===== config.mk =====
export PLATFORM = sky130hd
export DESIGN_NAME = periodic_interrupt_timer
export DESIGN_NICKNAME = d
export VERILOG_FILES = /design/src/design/pit_pkg.sv /design/src/design/periodic_interrupt_timer.sv /design/src/design/pit_channel.sv
export SDC_FILE = /design/constraint.sdc
export NUM_CORES = 1
export LEC_CHECK = 0
export BUFFER_PORTS_ARGS = -buffer_cell sky130_fd_sc_hd__buf_2
export CORE_ASPECT_RATIO = 0.7
export CORE_UTILIZATION = 50
export CTS_BUF_LIST = sky130_fd_sc_hd__clkbuf_4 sky130_fd_sc_hd__clkbuf_8 sky130_fd_sc_hd__clkbuf_16
export CTS_CLUSTER_DIAMETER = 150
export CTS_CLUSTER_SIZE = 12
export DETAILED_ROUTE_END_ITERATION = 6
export GPL_TIMING_DRIVEN = 1
export PLACE_DENSITY = 0.7
export SYNTH_ARGS = -nofsm -noshare
export SYNTH_HDL_FRONTEND = slang
export SYNTH_SLANG_ARGS = --single-unit

===== constraint.sdc =====
create_clock -name clk -period 2.7 [get_ports clk]
set_clock_uncertainty 0.2 [all_clocks]
set_input_delay 0.405 -clock clk [delete_from_list [all_inputs] [get_ports clk]]
set_output_delay 0.405 -clock clk [all_outputs]
set_load 0.01 [all_outputs]

===== src/design/pit_pkg.sv =====
package pit_pkg;

    localparam int CHANNELS    = 4;
    localparam int COUNT_WIDTH = 32;
    localparam int DATA_WIDTH  = 32;
    localparam int LINES       = 4;

    // Command codes
    localparam logic [1:0] CMD_TICK  = 2'd0;
    localparam logic [1:0] CMD_WRITE = 2'd1;
    localparam logic [1:0] CMD_READ  = 2'd2;

    // Register select codes
    localparam logic [2:0] SEL_LOAD  = 3'd0;
    localparam logic [2:0] SEL_COUNT = 3'd1;
    localparam logic [2:0] SEL_CTRL  = 3'd2;
    localparam logic [2:0] SEL_FLAG  = 3'd3;
    localparam logic [2:0] SEL_MCR   = 3'd4;

    // Bit positions
    localparam int CTRL_EN_BIT  = 0;
    localparam int CTRL_IE_BIT  = 1;
    localparam int FLAG_BIT     = 0;
    localparam int MCR_DIS_BIT  = 1;

    typedef struct packed {
        logic                  tick;
        logic                  wr_load;
        logic                  wr_ctrl;
        logic                  wr_flag;
        logic [DATA_WIDTH-1:0] data;
    } chan_cmd_t;

    typedef struct packed {
        logic [COUNT_WIDTH-1:0] load;
        logic [COUNT_WIDTH-1:0] count;
        logic                   en;
        logic                   ie;
        logic                   flag;
        logic                   irq_next;
    } chan_stat_t;

endpackage


===== src/design/periodic_interrupt_timer.sv =====
// Channel | Direction | Handshake           | Payload
// in      | input     | in_valid / in_ready | cmd, channel, reg_sel, write_data
// out     | output    | out_valid/out_ready | read_data, irq_lines, irq_any
//
// One transaction per clock while out_ready is high: an input register feeds one
// pass of channel update and read mux into the result register.
// Throughput is set by the result register; it frees when out_ready is high.
// Reset clears all channel state to zero and sets the module-disable bit.
// A stalled output holds the result; one more transaction waits in the
// input register, after which in_ready drops.
module periodic_interrupt_timer
(
    input  logic                           clk,
    input  logic                           rst_n,
    input  logic                           in_valid,
    output logic                           in_ready,
    input  logic [1:0]                     cmd,
    input  logic [1:0]                     channel,
    input  logic [2:0]                     reg_sel,
    input  logic [pit_pkg::DATA_WIDTH-1:0] write_data,
    output logic                           out_valid,
    input  logic                           out_ready,
    output logic [pit_pkg::DATA_WIDTH-1:0] read_data,
    output logic [pit_pkg::LINES-1:0]      irq_lines,
    output logic                           irq_any
);
    import pit_pkg::*;

    // Input register
    logic                  in_valid_reg;
    logic [1:0]            cmd_reg;
    logic [1:0]            channel_reg;
    logic [2:0]            sel_reg;
    logic [DATA_WIDTH-1:0] data_reg;

    // Result register
    logic                  out_valid_reg;
    logic [DATA_WIDTH-1:0] read_data_reg, read_data_next;
    logic [LINES-1:0]      irq_lines_reg, irq_lines_next;
    logic                  irq_any_reg, irq_any_next;

    logic                  mod_dis_reg, mod_dis_next;
    logic                  go;
    logic                  is_tick, is_write, is_read;
    logic                  ch_valid;

    chan_cmd_t             ch_cmd [CHANNELS];
    chan_stat_t            ch_stat [CHANNELS];
    logic [CHANNELS-1:0]   irq_all;

    // Process the held transaction when the result register is free or draining
    assign go       = in_valid_reg && (!out_valid_reg || out_ready);
    assign in_ready = !in_valid_reg || go;

    always_ff @(posedge clk or negedge rst_n)
    begin
        if (!rst_n)
        begin
            in_valid_reg <= 1'b0;
        end
        else if (in_ready)
        begin
            in_valid_reg <= in_valid;
        end
    end

    always_ff @(posedge clk)
    begin
        if (in_ready && in_valid)
        begin
            cmd_reg     <= cmd;
            channel_reg <= channel;
            sel_reg     <= reg_sel;
            data_reg    <= write_data;
        end
    end

    // Command decode
    always_comb
    begin
        is_tick  = 1'b0;
        is_write = 1'b0;
        is_read  = 1'b0;
        unique case (cmd_reg)
            CMD_TICK:  is_tick  = go;
            CMD_WRITE: is_write = go;
            CMD_READ:  is_read  = go;
            default:   ;
        endcase
    end

    assign ch_valid = 32'(channel_reg) < CHANNELS;

    // Module control is shared by all channels, channel field ignored
    always_comb
    begin
        mod_dis_next = mod_dis_reg;
        if (is_write && sel_reg == SEL_MCR)
        begin
            mod_dis_next = data_reg[MCR_DIS_BIT];
        end
    end

    always_ff @(posedge clk or negedge rst_n)
    begin
        if (!rst_n)
        begin
            mod_dis_reg <= 1'b1;
        end
        else
        begin
            mod_dis_reg <= mod_dis_next;
        end
    end

    // Per-channel strobes and channel instances
    for (genvar c = 0; c < CHANNELS; c++)
    begin : g_chan
        logic hit;

        assign hit = is_write && (32'(channel_reg) == c);

        always_comb
        begin
            ch_cmd[c].tick    = is_tick && !mod_dis_reg;
            ch_cmd[c].wr_load = 1'b0;
            ch_cmd[c].wr_ctrl = 1'b0;
            ch_cmd[c].wr_flag = 1'b0;
            ch_cmd[c].data    = data_reg;
            unique case (sel_reg)
                SEL_LOAD: ch_cmd[c].wr_load = hit;
                SEL_CTRL: ch_cmd[c].wr_ctrl = hit;
                SEL_FLAG: ch_cmd[c].wr_flag = hit;
                default:  ;
            endcase
        end

        pit_channel u_chan
        (
            .clk    (clk),
            .rst_n  (rst_n),
            .cmd_in (ch_cmd[c]),
            .stat   (ch_stat[c])
        );

        assign irq_all[c] = ch_stat[c].irq_next;
    end

    // Read mux; state read is pre-update, which equals post-update for reads
    always_comb
    begin
        read_data_next = '0;
        if (is_read)
        begin
            if (sel_reg == SEL_MCR)
            begin
                read_data_next[MCR_DIS_BIT] = mod_dis_reg;
            end
            else if (ch_valid)
            begin
                for (int i = 0; i < CHANNELS; i++)
                begin
                    if (32'(channel_reg) == i)
                    begin
                        unique case (sel_reg)
                            SEL_LOAD:  read_data_next = DATA_WIDTH'(ch_stat[i].load);
                            SEL_COUNT: read_data_next = DATA_WIDTH'(ch_stat[i].count);
                            SEL_CTRL:
                            begin
                                read_data_next[CTRL_EN_BIT] = ch_stat[i].en;
                                read_data_next[CTRL_IE_BIT] = ch_stat[i].ie;
                            end
                            SEL_FLAG:  read_data_next[FLAG_BIT] = ch_stat[i].flag;
                            default:   read_data_next = '0;
                        endcase
                    end
                end
            end
        end
    end

    // Lines show the first four channels only; the summary covers all
    always_comb
    begin
        irq_lines_next = '0;
        for (int i = 0; i < LINES; i++)
        begin
            if (i < CHANNELS)
            begin
                irq_lines_next[i] = irq_all[i];
            end
        end
        irq_any_next = |irq_all;
    end

    always_ff @(posedge clk or negedge rst_n)
    begin
        if (!rst_n)
        begin
            out_valid_reg <= 1'b0;
        end
        else if (go)
        begin
            out_valid_reg <= 1'b1;
        end
        else if (out_ready)
        begin
            out_valid_reg <= 1'b0;
        end
    end

    always_ff @(posedge clk)
    begin
        if (go)
        begin
            read_data_reg <= read_data_next;
            irq_lines_reg <= irq_lines_next;
            irq_any_reg   <= irq_any_next;
        end
    end

    assign out_valid = out_valid_reg;
    assign read_data = read_data_reg;
    assign irq_lines = irq_lines_reg;
    assign irq_any   = irq_any_reg;

endmodule


===== src/design/pit_channel.sv =====
module pit_channel
(
    input  logic               clk,
    input  logic               rst_n,
    input  pit_pkg::chan_cmd_t cmd_in,
    output pit_pkg::chan_stat_t stat
);
    import pit_pkg::*;

    logic [COUNT_WIDTH-1:0] load_reg, load_next;
    logic [COUNT_WIDTH-1:0] count_reg, count_next;
    logic                   en_reg, en_next;
    logic                   ie_reg, ie_next;
    logic                   flag_reg, flag_next;

    always_comb
    begin
        load_next  = load_reg;
        count_next = count_reg;
        en_next    = en_reg;
        ie_next    = ie_reg;
        flag_next  = flag_reg;
        if (cmd_in.tick && en_reg)
        begin
            if (count_reg == '0)
            begin
                count_next = load_reg;
                flag_next  = 1'b1;
            end
            else
            begin
                count_next = count_reg - COUNT_WIDTH'(1);
            end
        end
        if (cmd_in.wr_load)
        begin
            load_next = cmd_in.data[COUNT_WIDTH-1:0];
        end
        if (cmd_in.wr_ctrl)
        begin
            // rising enable reloads the counter
            if (cmd_in.data[CTRL_EN_BIT] && !en_reg)
            begin
                count_next = load_reg;
            end
            en_next = cmd_in.data[CTRL_EN_BIT];
            ie_next = cmd_in.data[CTRL_IE_BIT];
        end
        if (cmd_in.wr_flag && cmd_in.data[FLAG_BIT])
        begin
            flag_next = 1'b0;
        end
    end

    always_ff @(posedge clk or negedge rst_n)
    begin
        if (!rst_n)
        begin
            load_reg  <= '0;
            count_reg <= '0;
            en_reg    <= 1'b0;
            ie_reg    <= 1'b0;
            flag_reg  <= 1'b0;
        end
        else
        begin
            load_reg  <= load_next;
            count_reg <= count_next;
            en_reg    <= en_next;
            ie_reg    <= ie_next;
            flag_reg  <= flag_next;
        end
    end

    assign stat.load     = load_reg;
    assign stat.count    = count_reg;
    assign stat.en       = en_reg;
    assign stat.ie       = ie_reg;
    assign stat.flag     = flag_reg;
    assign stat.irq_next = flag_next & ie_next;

endmodule

* Word level (Yosys, flattened, before mapping)
Cells that the tools add are included.
** Operators by class
- Add/sub/neg operators :: 4
- Reductions and logical operators :: 40
- Bitwise logic cells :: 5
- Equality and inequality tests :: 9
- Multiplexer cells :: 68
** Operator list (count)
- 32-bit 2-to-1 mux :: 22
- 30-bit case mux with 3 select lines :: 3
- 32-bit zero test :: 4
- 32-bit by 1-bit subtractor with 32-bit output, second input constant :: 4
- 30-bit case mux with 2 select lines :: 1
- 1-bit 2-to-1 mux :: 34
- 1-bit case mux with 4 select lines :: 7
- 1-bit logical AND :: 20
- 1-bit zero test :: 7
- 2-bit == test, second input constant :: 3
- 3-bit by 2-bit == test with 1-bit output, second input constant :: 2
- 1-bit AND :: 4
- 2-bit by 1-bit == test with 1-bit output, second input constant :: 2
- 2-bit zero test :: 2
- 2-bit OR reduction :: 2
- 4-bit OR reduction :: 1
- 3-bit by 1-bit == test with 1-bit output, second input constant :: 1
- 3-bit == test, second input constant :: 1
- 3-bit zero test :: 1
- 1-bit case mux with 3 select lines :: 1
- 1-bit logical OR :: 2
- 2-bit nonzero test :: 1
- 1-bit inverter :: 1
** Storage, ports and cells
- Input port bits :: 43
- Register bits :: 347
- Word-level logic and storage cells :: 157
- Output and inout bits :: 39

* Depth between registers and ports, before layout
Gate-level depths: netlist (run 1).
- Word-level depth :: 12
- Mapped depth :: 10
- Gate-level depth less buffers :: 8

* Modules after synthesis
From an unflattened synthesis (run 1), not the netlist that was laid out.
** Unflattened totals
- Cell total of the unflattened synthesis :: 1656
- Area total of the unflattened synthesis :: 18426.4 sq um
** By module, submodules not included
- pit_channel (g_chan[0].u_chan ...) :: area an instance 3413.3 sq um, times used 3, cells an instance 310, seq. area each 1676.6 sq um
- periodic_interrupt_timer :: area an instance 4887.2 sq um, times used 1, cells an instance 434, seq. area each 2358.5 sq um
- pit_channel (g_chan[3].u_chan) :: area an instance 3299.4 sq um, times used 1, cells an instance 292, seq. area each 1676.6 sq um

* Worst setup path after synthesis (run 1)
Ideal clock, no wire load.
- Kind :: input to register
- Start point :: input port out_ready
- End point :: register read_data_reg[20] (netlist: read_data[20]) (data pin)
- Required time :: 2360 ps
- Arrival :: 2609 ps
- Slack :: -249 ps
- Path buffers :: 3
- Stages on the path :: 8
- Library setup time :: 140 ps
- Cells stage by stage :: nand2b_1 > clkbuf_8 > and2_1 > nand3_1 > a21o_1 > clkbuf_1 > clkbuf_1 > nor2_1
** On the way
- Word-level cells in the longest chain between the ends :: 5
** RTL lines
- from (decl) :: line periodic_interrupt_timer.sv:22 : input logic out_ready,
- 1-bit logical OR :: line periodic_interrupt_timer.sv:52 : assign go = in_valid_reg && (!out_valid_reg || out_ready);
- 1-bit logical AND :: line periodic_interrupt_timer.sv:52
- named net go :: line periodic_interrupt_timer.sv:43 : logic go;
- 1-bit 2-to-1 mux :: line periodic_interrupt_timer.sv:84 : unique case (cmd_reg)
- 1-bit inverter (no line)
- 2-bit OR reduction (no line)
- to (signal assigned) :: line periodic_interrupt_timer.sv:216 : read_data_reg <= read_data_next;
- to (decl) :: line periodic_interrupt_timer.sv:38 : logic [DATA_WIDTH-1:0] read_data_reg, read_data_next;
The timed path passes the listed nets, and every way through them passes these cells.
A chain may end at the register's enable or synchronous reset.

==> flow_metrics.py, run 1 <==
metrics = {
    "outcome": {
        "status": "finished, violations left",
        "violations": "negative setup slack",
    },
    "logic_synthesis": {
        "synth_area_leader_cell": "dfrtp_1",
        "yosysTopAreaCellShare": 0.3793,
        "synth_mux_area_frac": 0.09286,
        "synth_warnings": 0,
        "netlist_area_mm2": 0.01781,
        "synth_area_leaders": "dfrtp_1 (38%), edfxtp_1 (13%), mux2_2 (8.5%)",
        "synth_compound_gate_area_share": 0.1584,
        "synthSimpleGateAreaFrac": 0.1653,
        "synth_cell_types": 83,
        "synth_edf_count": 76,
        "synth-seq-area-share": 0.5089,
        "synth_fa_ha_area_frac": 0.005619,
        "synthCells": 1716,
        "synth_nets": 1767,
        "synth_top_family_by_area": "simple AND/OR/NAND/NOR gates",
        "synth-xor-area-share": 0.03688,
        "synthArstFlopShare": 0.7810,
        "syn_avg_cell_area_um2": 10.38,
        "postSynthRegisterBits": 347,
        "synthFlopType": "dfrtp_1",
    },
    "floorplanning": {
        "row_count": 57,
        "die_y_um": 159.9,
        "placeableCoreArea_mm2": 0.03487,
        "ioPinCount": 82,
        "start_util": 0.5108,
        "fp.dieArea_mm2": 0.03640,
        "die_w_um": 227.6,
    },
    "placement": {
        "hpwlAfterDp_mm": 41.51,
        "place_ws_ns": -0.09139,
        "port_buffers": 81,
        "routabilityCongestion": 1.004,
        "placed_area_mm2": 0.02002,
    },
    "setup_path": {
        "start_kind": "flop",
        "path_cells": "or3b_4, nor4_4, buf_4, nand2_1, mux2i_2, nor3_2, or4_1",
        "crit_slowest_cell": "or4_1",
        "required_ns": 2.78,
        "path_class": "reg2reg",
        "cp.arrival_ns": 2.83,
        "critPathMaxFanout": 3,
        "cp.buffers_inverters": 1,
        "critPathMaxStageDelay_ns": 0.53,
        "end_kind": "flop",
        "path_delay_family": "simple AND/OR/NAND/NOR gates",
    },
    "detailed_routing": {
        "wl_per_cell_um": 23.91,
        "vias_per_cell": 6.293,
        "drc": 0,
        "drtIter0Drc": 1715,
        "first_pass_iters": 5,
        "routed_wl_mm": 58.22,
        "ant_nets": 0,
        "via_count": 15320,
    },
    "grt": {
        "grt-ovfl-total": 0,
        "grt_max_degree": 58,
        "grt_pass1_wl_mm": 88.40,
        "antenna_found_initial": 0,
        "grt_pass1_vias": 14560,
        "grt.total_usage": 0.3212,
    },
    "layout": {
        "fin_util": 0.6197,
        "nets": 1995,
        "drive_above_1_share": 0.2634,
        "fin_area_mm2": 0.02161,
        "n_antenna_cell": 0,
        "area_growth_pct": 21.32,
    },
    "pwr": {
        "peakVddDrop_uv": 519.1,
        "p_per_area_mw_per_mm2": 652.1,
        "p_leak_nw": 9.044,
        "power_mw": 14.09,
    },
    "cts": {
        "max-clock-path-buffers": 3,
        "clkSlewWorstSetupHoldPaths_ns": 0.07,
        "cts_tree": "yes",
        "clock_tree.root_cell": "clkbuf_16",
        "htree_levels": 2,
        "insertion_delay_ns": 0.54,
        "cts.sinks": 347,
        "cts_buffers": 34,
    },
    "timing": {
        "setup_slack_ns": -0.04549,
        "tightest_slew_ns": 0.6554,
        "min_period_ns": 2.745,
        "fin_crit_sh": 1.017,
        "fmax_mhz": 364.2,
        "rsz0062_at_grt": "yes",
        "tns_ns": -0.04549,
        "finalSetupViolCount": 1,
        "hold_violations": 0,
        "maxSlewHeadroom": 0.5631,
        "finalMaxSlewViolations": 0,
    },
    "hold_path": {
        "min_path_type": "in2reg",
    },
    "run": {
        "maxCapViolCount": 0,
    },
}
==> tightest hold or removal path: stages <==
cell,delay (ns)
buf_2,0.09
nor2b_1,0.09
nand2_1,0.11
nand2b_1,0.06
==> worst paths after layout <==
| check | start | to | slack, ns | cells after the start |
|---|---|---|---|---|
| min | out_ready | in_valid_reg$_DFFE_PN0N_ | 0.08 | 4 |
| max reg2reg | sel_reg[0]$_DFFE_PP_ | irq_any$_DFFE_PP_ | -0.05 | 7 |
| max in group asynchronous | rst_n | g_chan[3].u_chan.load_reg[23]$_DFFE_PN0P_ | 1.33 | 3 |
| min reg2reg | g_chan[2].u_chan.load_reg[11]$_DFFE_PN0P_ | g_chan[2].u_chan.count_reg[11]$_DFF_PN0_ | 0.30 | 2 |
| min in group asynchronous | rst_n | g_chan[3].u_chan.load_reg[18]$_DFFE_PN0P_ | 0.20 | 2 |
| max | sel_reg[0]$_DFFE_PP_ | irq_any$_DFFE_PP_ | -0.05 | 7 |
==> cells in the mapped netlist (9+ instances only) <==
master and number:
a211oi_1 12, a21oi_1 50, a22oi_1 120, and3_1 12, buf_1 9, buf_2 12, clkbuf_1 81, dfrtp_1 270
edfxtp_1 76, inv_1 19, mux2_2 134, mux2i_1 10, nand2_1 135, nand2b_1 9, nand3_1 38, nand4_1 14
nor2_1 169, nor3_1 61, nor4_1 45, o21ai_0 100, o22ai_1 66, or3_1 21, or4_1 18, xnor2_1 48
xor2_1 27
==> what timing repair did <==
action,4_1_cts,5_1_grt
endpoints found under the hold margin,89,0
gates cloned,0,0
pin swaps,0,5
buffers inserted,0,4
hold buffers,41,0
endpoints found under the setup margin,4,79
resized for setup,4,24
==> where the power goes <==
group	total [mW]	switching, mW	leakage, nW	internal [mW]
clock network	4.64	2.05	0.523	2.59
logic	3.09	1.80	4.11	1.29
registers	6.36	0.509	4.42	5.85
==> placed cells by master, fill, tap and decap left out, types with 27 or more instances in the layout <==
| master | instances |
|---|---|
| a21oi_1 | 49 |
| a22oi_1 | 120 |
| buf_2 | 80 |
| buf_4 | 156 |
| clkbuf_16 | 35 |
| dfrtp_1 | 270 |
| dlygate4sd3_1 | 41 |
| edfxtp_1 | 76 |
| mux2_2 | 134 |
| nand2_1 | 133 |
| nand3_1 | 37 |
| nor2_1 | 166 |
| nor3_1 | 53 |
| nor4_1 | 39 |
| o21ai_0 | 100 |
| o22ai_1 | 66 |
| xnor2_1 | 48 |
| xor2_1 | 27 |
==> cell type report <==
class	count	area, µm²
well taps	472	590.6
clock inverters	1	8.758
flip-flops and latches	347	9065
fillers	2814	13260
repair buffers	304	2517
inverters	19	71.32
clock buffers	54	1018
multi-input cells	1238	8339
==> cells by family (layout without fill, tap and decap cells) <==
kind of cell,Yosys count,after routing
and+or+nand+nor,580,580
buffers and inverters,131,378
DFF,347,347
xor gates and xnor gates,75,75
AOI/OAI and AO/OA,429,429
muxes,146,146
adders and majority gates,8,8
==> stage by stage <==
step	cells	hold WS [ns]
after floorplan	1716	-0.09059
after global placement	2335	0.1731
after detailed placement	2335	0.1760
after CTS	2431	0.06157
after global routing	2435	0.1034
final	2435	0.07959
==> layer usage <==
metal	up-vias	part of all wire	GRT usage
met5	-	0	0
met3	97	0.11	0.06808
met4	0	0.028	0.09457
li1	6879	-	-
met2	854	0.42	0.4469
met1	7494	0.45	0.4973
Note: power is estimated with default switching activity, not from simulation.
==> run 2, diff against run 1 <==
--- a/config.mk
+++ b/config.mk
@@ -7,13 +7,15 @@
 export LEC_CHECK = 0
 export BUFFER_PORTS_ARGS = -buffer_cell sky130_fd_sc_hd__buf_2
 export CORE_ASPECT_RATIO = 0.7
+export CORE_MARGIN = 2
 export CORE_UTILIZATION = 50
 export CTS_BUF_LIST = sky130_fd_sc_hd__clkbuf_4 sky130_fd_sc_hd__clkbuf_8 sky130_fd_sc_hd__clkbuf_16
 export CTS_CLUSTER_DIAMETER = 150
 export CTS_CLUSTER_SIZE = 12
 export DETAILED_ROUTE_END_ITERATION = 6
 export GPL_TIMING_DRIVEN = 1
-export PLACE_DENSITY = 0.7
+export PLACE_DENSITY = 0.73
+export SKIP_CTS_REPAIR_TIMING = 1
 export SYNTH_ARGS = -nofsm -noshare
 export SYNTH_HDL_FRONTEND = slang
 export SYNTH_SLANG_ARGS = --single-unit
==> flow_metrics.py, run 2 (same netlist as run 1, synthesis figures left out) <==
metrics = {
    "grt": {
        "grt.total_usage": 0.3079,
        "grt_pass1_vias": 14410,
        "antenna_found_initial": 0,
        "grt-ovfl-total": 0,
        "grt_pass1_wl_mm": 87.75,
        "grt_max_degree": 60,
    },
    "pwr": {
        "peakVddDrop_uv": 547.8,
        "p_per_area_mw_per_mm2": 660.0,
        "p_int_mw": 9.899,
        "comb_power_share": 0.220,
        "power_switching_mw": 4.373,
        "p_leak_nw": 9.038,
        "power.share.switching": 0.3064,
        "seqPwrFrac": 0.447,
        "clkPwrFrac": 0.333,
    },
    "placement": {
        "routabilityCongestion": 0.9914,
        "place_ws_ns": 0.01344,
        "hpwlAfterDp_mm": 41.02,
        "port_buffers": 81,
    },
    "timing": {
        "finalSetupViolCount": 1,
        "tightest_slew_ns": 0.6588,
        "maxSlewHeadroom": 0.5574,
        "rsz0062_at_grt": "yes",
        "setup_slack_ns": -0.02421,
        "whs_ns": 0.1646,
        "hold_violations": 0,
        "min_period_ns": 2.724,
        "fin_crit_sh": 1.009,
        "fmax_mhz": 367.1,
        "finalMaxSlewViolations": 0,
    },
    "layout": {
        "fillerInstances": 2855,
        "layout_commonest_cell": "dfrtp_1",
        "area_growth_pct": 21.40,
        "n_antenna_cell": 0,
        "final_cell_mix": "dfrtp_1 (270), nor2_1 (167), buf_4 (145)",
        "nets": 1986,
        "drive_above_1_share": 0.2623,
    },
    "detailed_routing": {
        "drc": 0,
        "wl_per_cell_um": 23.89,
        "drtIter0Drc": 2334,
        "ant_nets": 0,
        "vias_per_cell": 6.375,
        "via_count": 15480,
        "first_pass_iters": 6,
        "routed_wl_mm": 58.01,
    },
    "setup_path": {
        "cp.arrival_ns": 2.79,
        "critPathMaxFanout": 3,
        "start_kind": "flop",
        "required_ns": 2.77,
        "startpoint": "sel_reg[2]$_DFFE_PP_",
        "end_kind": "flop",
        "path_class": "reg2reg",
        "timing.rr.start": "sel_reg[2]$_DFFE_PP_",
        "reg2reg_slack_ns": -0.02,
    },
    "cts": {
        "cts_buffers": 34,
        "clock_tree.root_cell": "clkbuf_16",
        "htree_levels": 2,
        "max-clock-path-buffers": 3,
        "clkSlewWorstSetupHoldPaths_ns": 0.06,
        "cts_tree": "yes",
        "cts.sinks": 347,
        "insertion_delay_ns": 0.54,
    },
    "run": {
        "maxCapViolCount": 0,
    },
    "floorplanning": {
        "die_y_um": 161.9,
        "fp.dieArea_mm2": 0.03718,
        "ioPinCount": 82,
        "start_util": 0.5108,
        "row_count": 57,
        "placeableCoreArea_mm2": 0.03487,
        "die_w_um": 229.6,
    },
    "outcome": {
        "status": "finished, violations left",
        "violations": "negative setup slack",
    },
    "hold_path": {
        "min-delay-start": "out_ready",
        "min_path_type": "in2reg",
    },
}
## run 2: layout make-up
type                            count  area [µm²]  share of cell area
Sequential cell                   347        9065              0.4192
Multi-Input combinational cell   1238        8356              0.3864
Timing Repair Buffer              295        2466              0.1140
Clock buffer                       57        1076             0.04976
Tap cell                          472       590.6             0.02731
Inverter                           19       71.32            0.003298
## run 2: through the flow
| stage | cell area, µm² | cells | total power, mW | TNS, ns | utilization |
|---|---|---|---|---|---|
| floorplan | 17810 | 1716 | 7.962 | 0 | - |
| detailed placement | 19910 | 2322 | 9.288 | 0 | 0.5710 |
| CTS | 20990 | 2379 | 14.02 | 0 | 0.6019 |
| global placement | 19910 | 2322 | 9.209 | 0 | 0.5710 |
| finish | 21620 | 2428 | 14.27 | -0.02421 | 0.6201 |
| global route | 21620 | 2428 | 14.83 | -0.2263 | 0.6201 |
## run 2: critical path, stage by stage, from the launching register on
cell,delay [ns]
edfxtp_1,0.41
or3b_4,0.44
nor4_4,0.33
nand2_1,0.16
mux2_4,0.33
nor2b_4,0.13
or4_1,0.47
## run 2: metal layers
layer | vias to the layer above | track usage | part of all wire
met2 | 928 | 0.4322 | 0.42
met5 | - | 0 | 0
met3 | 115 | 0.05987 | 0.11
met4 | 0 | 0.08560 | 0.029
met1 | 7580 | 0.4814 | 0.45
li1 | 6855 | - | -
## run 2: path summary, 6_finish.rpt
check	to	cells past startpoint
max reg2reg	irq_any$_DFFE_PP_	6
min in group asynchronous	g_chan[3].u_chan.load_reg[17]$_DFFE_PN0P_	2
max in group asynchronous	mod_dis_reg$_DFFE_PN1P_	3
min	in_valid_reg$_DFFE_PN0N_	5
max	irq_any$_DFFE_PP_	6
min reg2reg	g_chan[1].u_chan.count_reg[9]$_DFF_PN0_	2
## run 2: power by group through the flow
| stage | Sequential, mW | Clock, mW | Combinational, mW |
|---|---|---|---|
| floorplan | 6.32 | 0 | 1.65 |
| global placement | 6.43 | 0 | 2.78 |
| detailed placement | 6.45 | 0 | 2.84 |
| CTS | 6.35 | 4.80 | 2.86 |
| global route | 6.43 | 5.03 | 3.37 |
| finish | 6.38 | 4.75 | 3.15 |
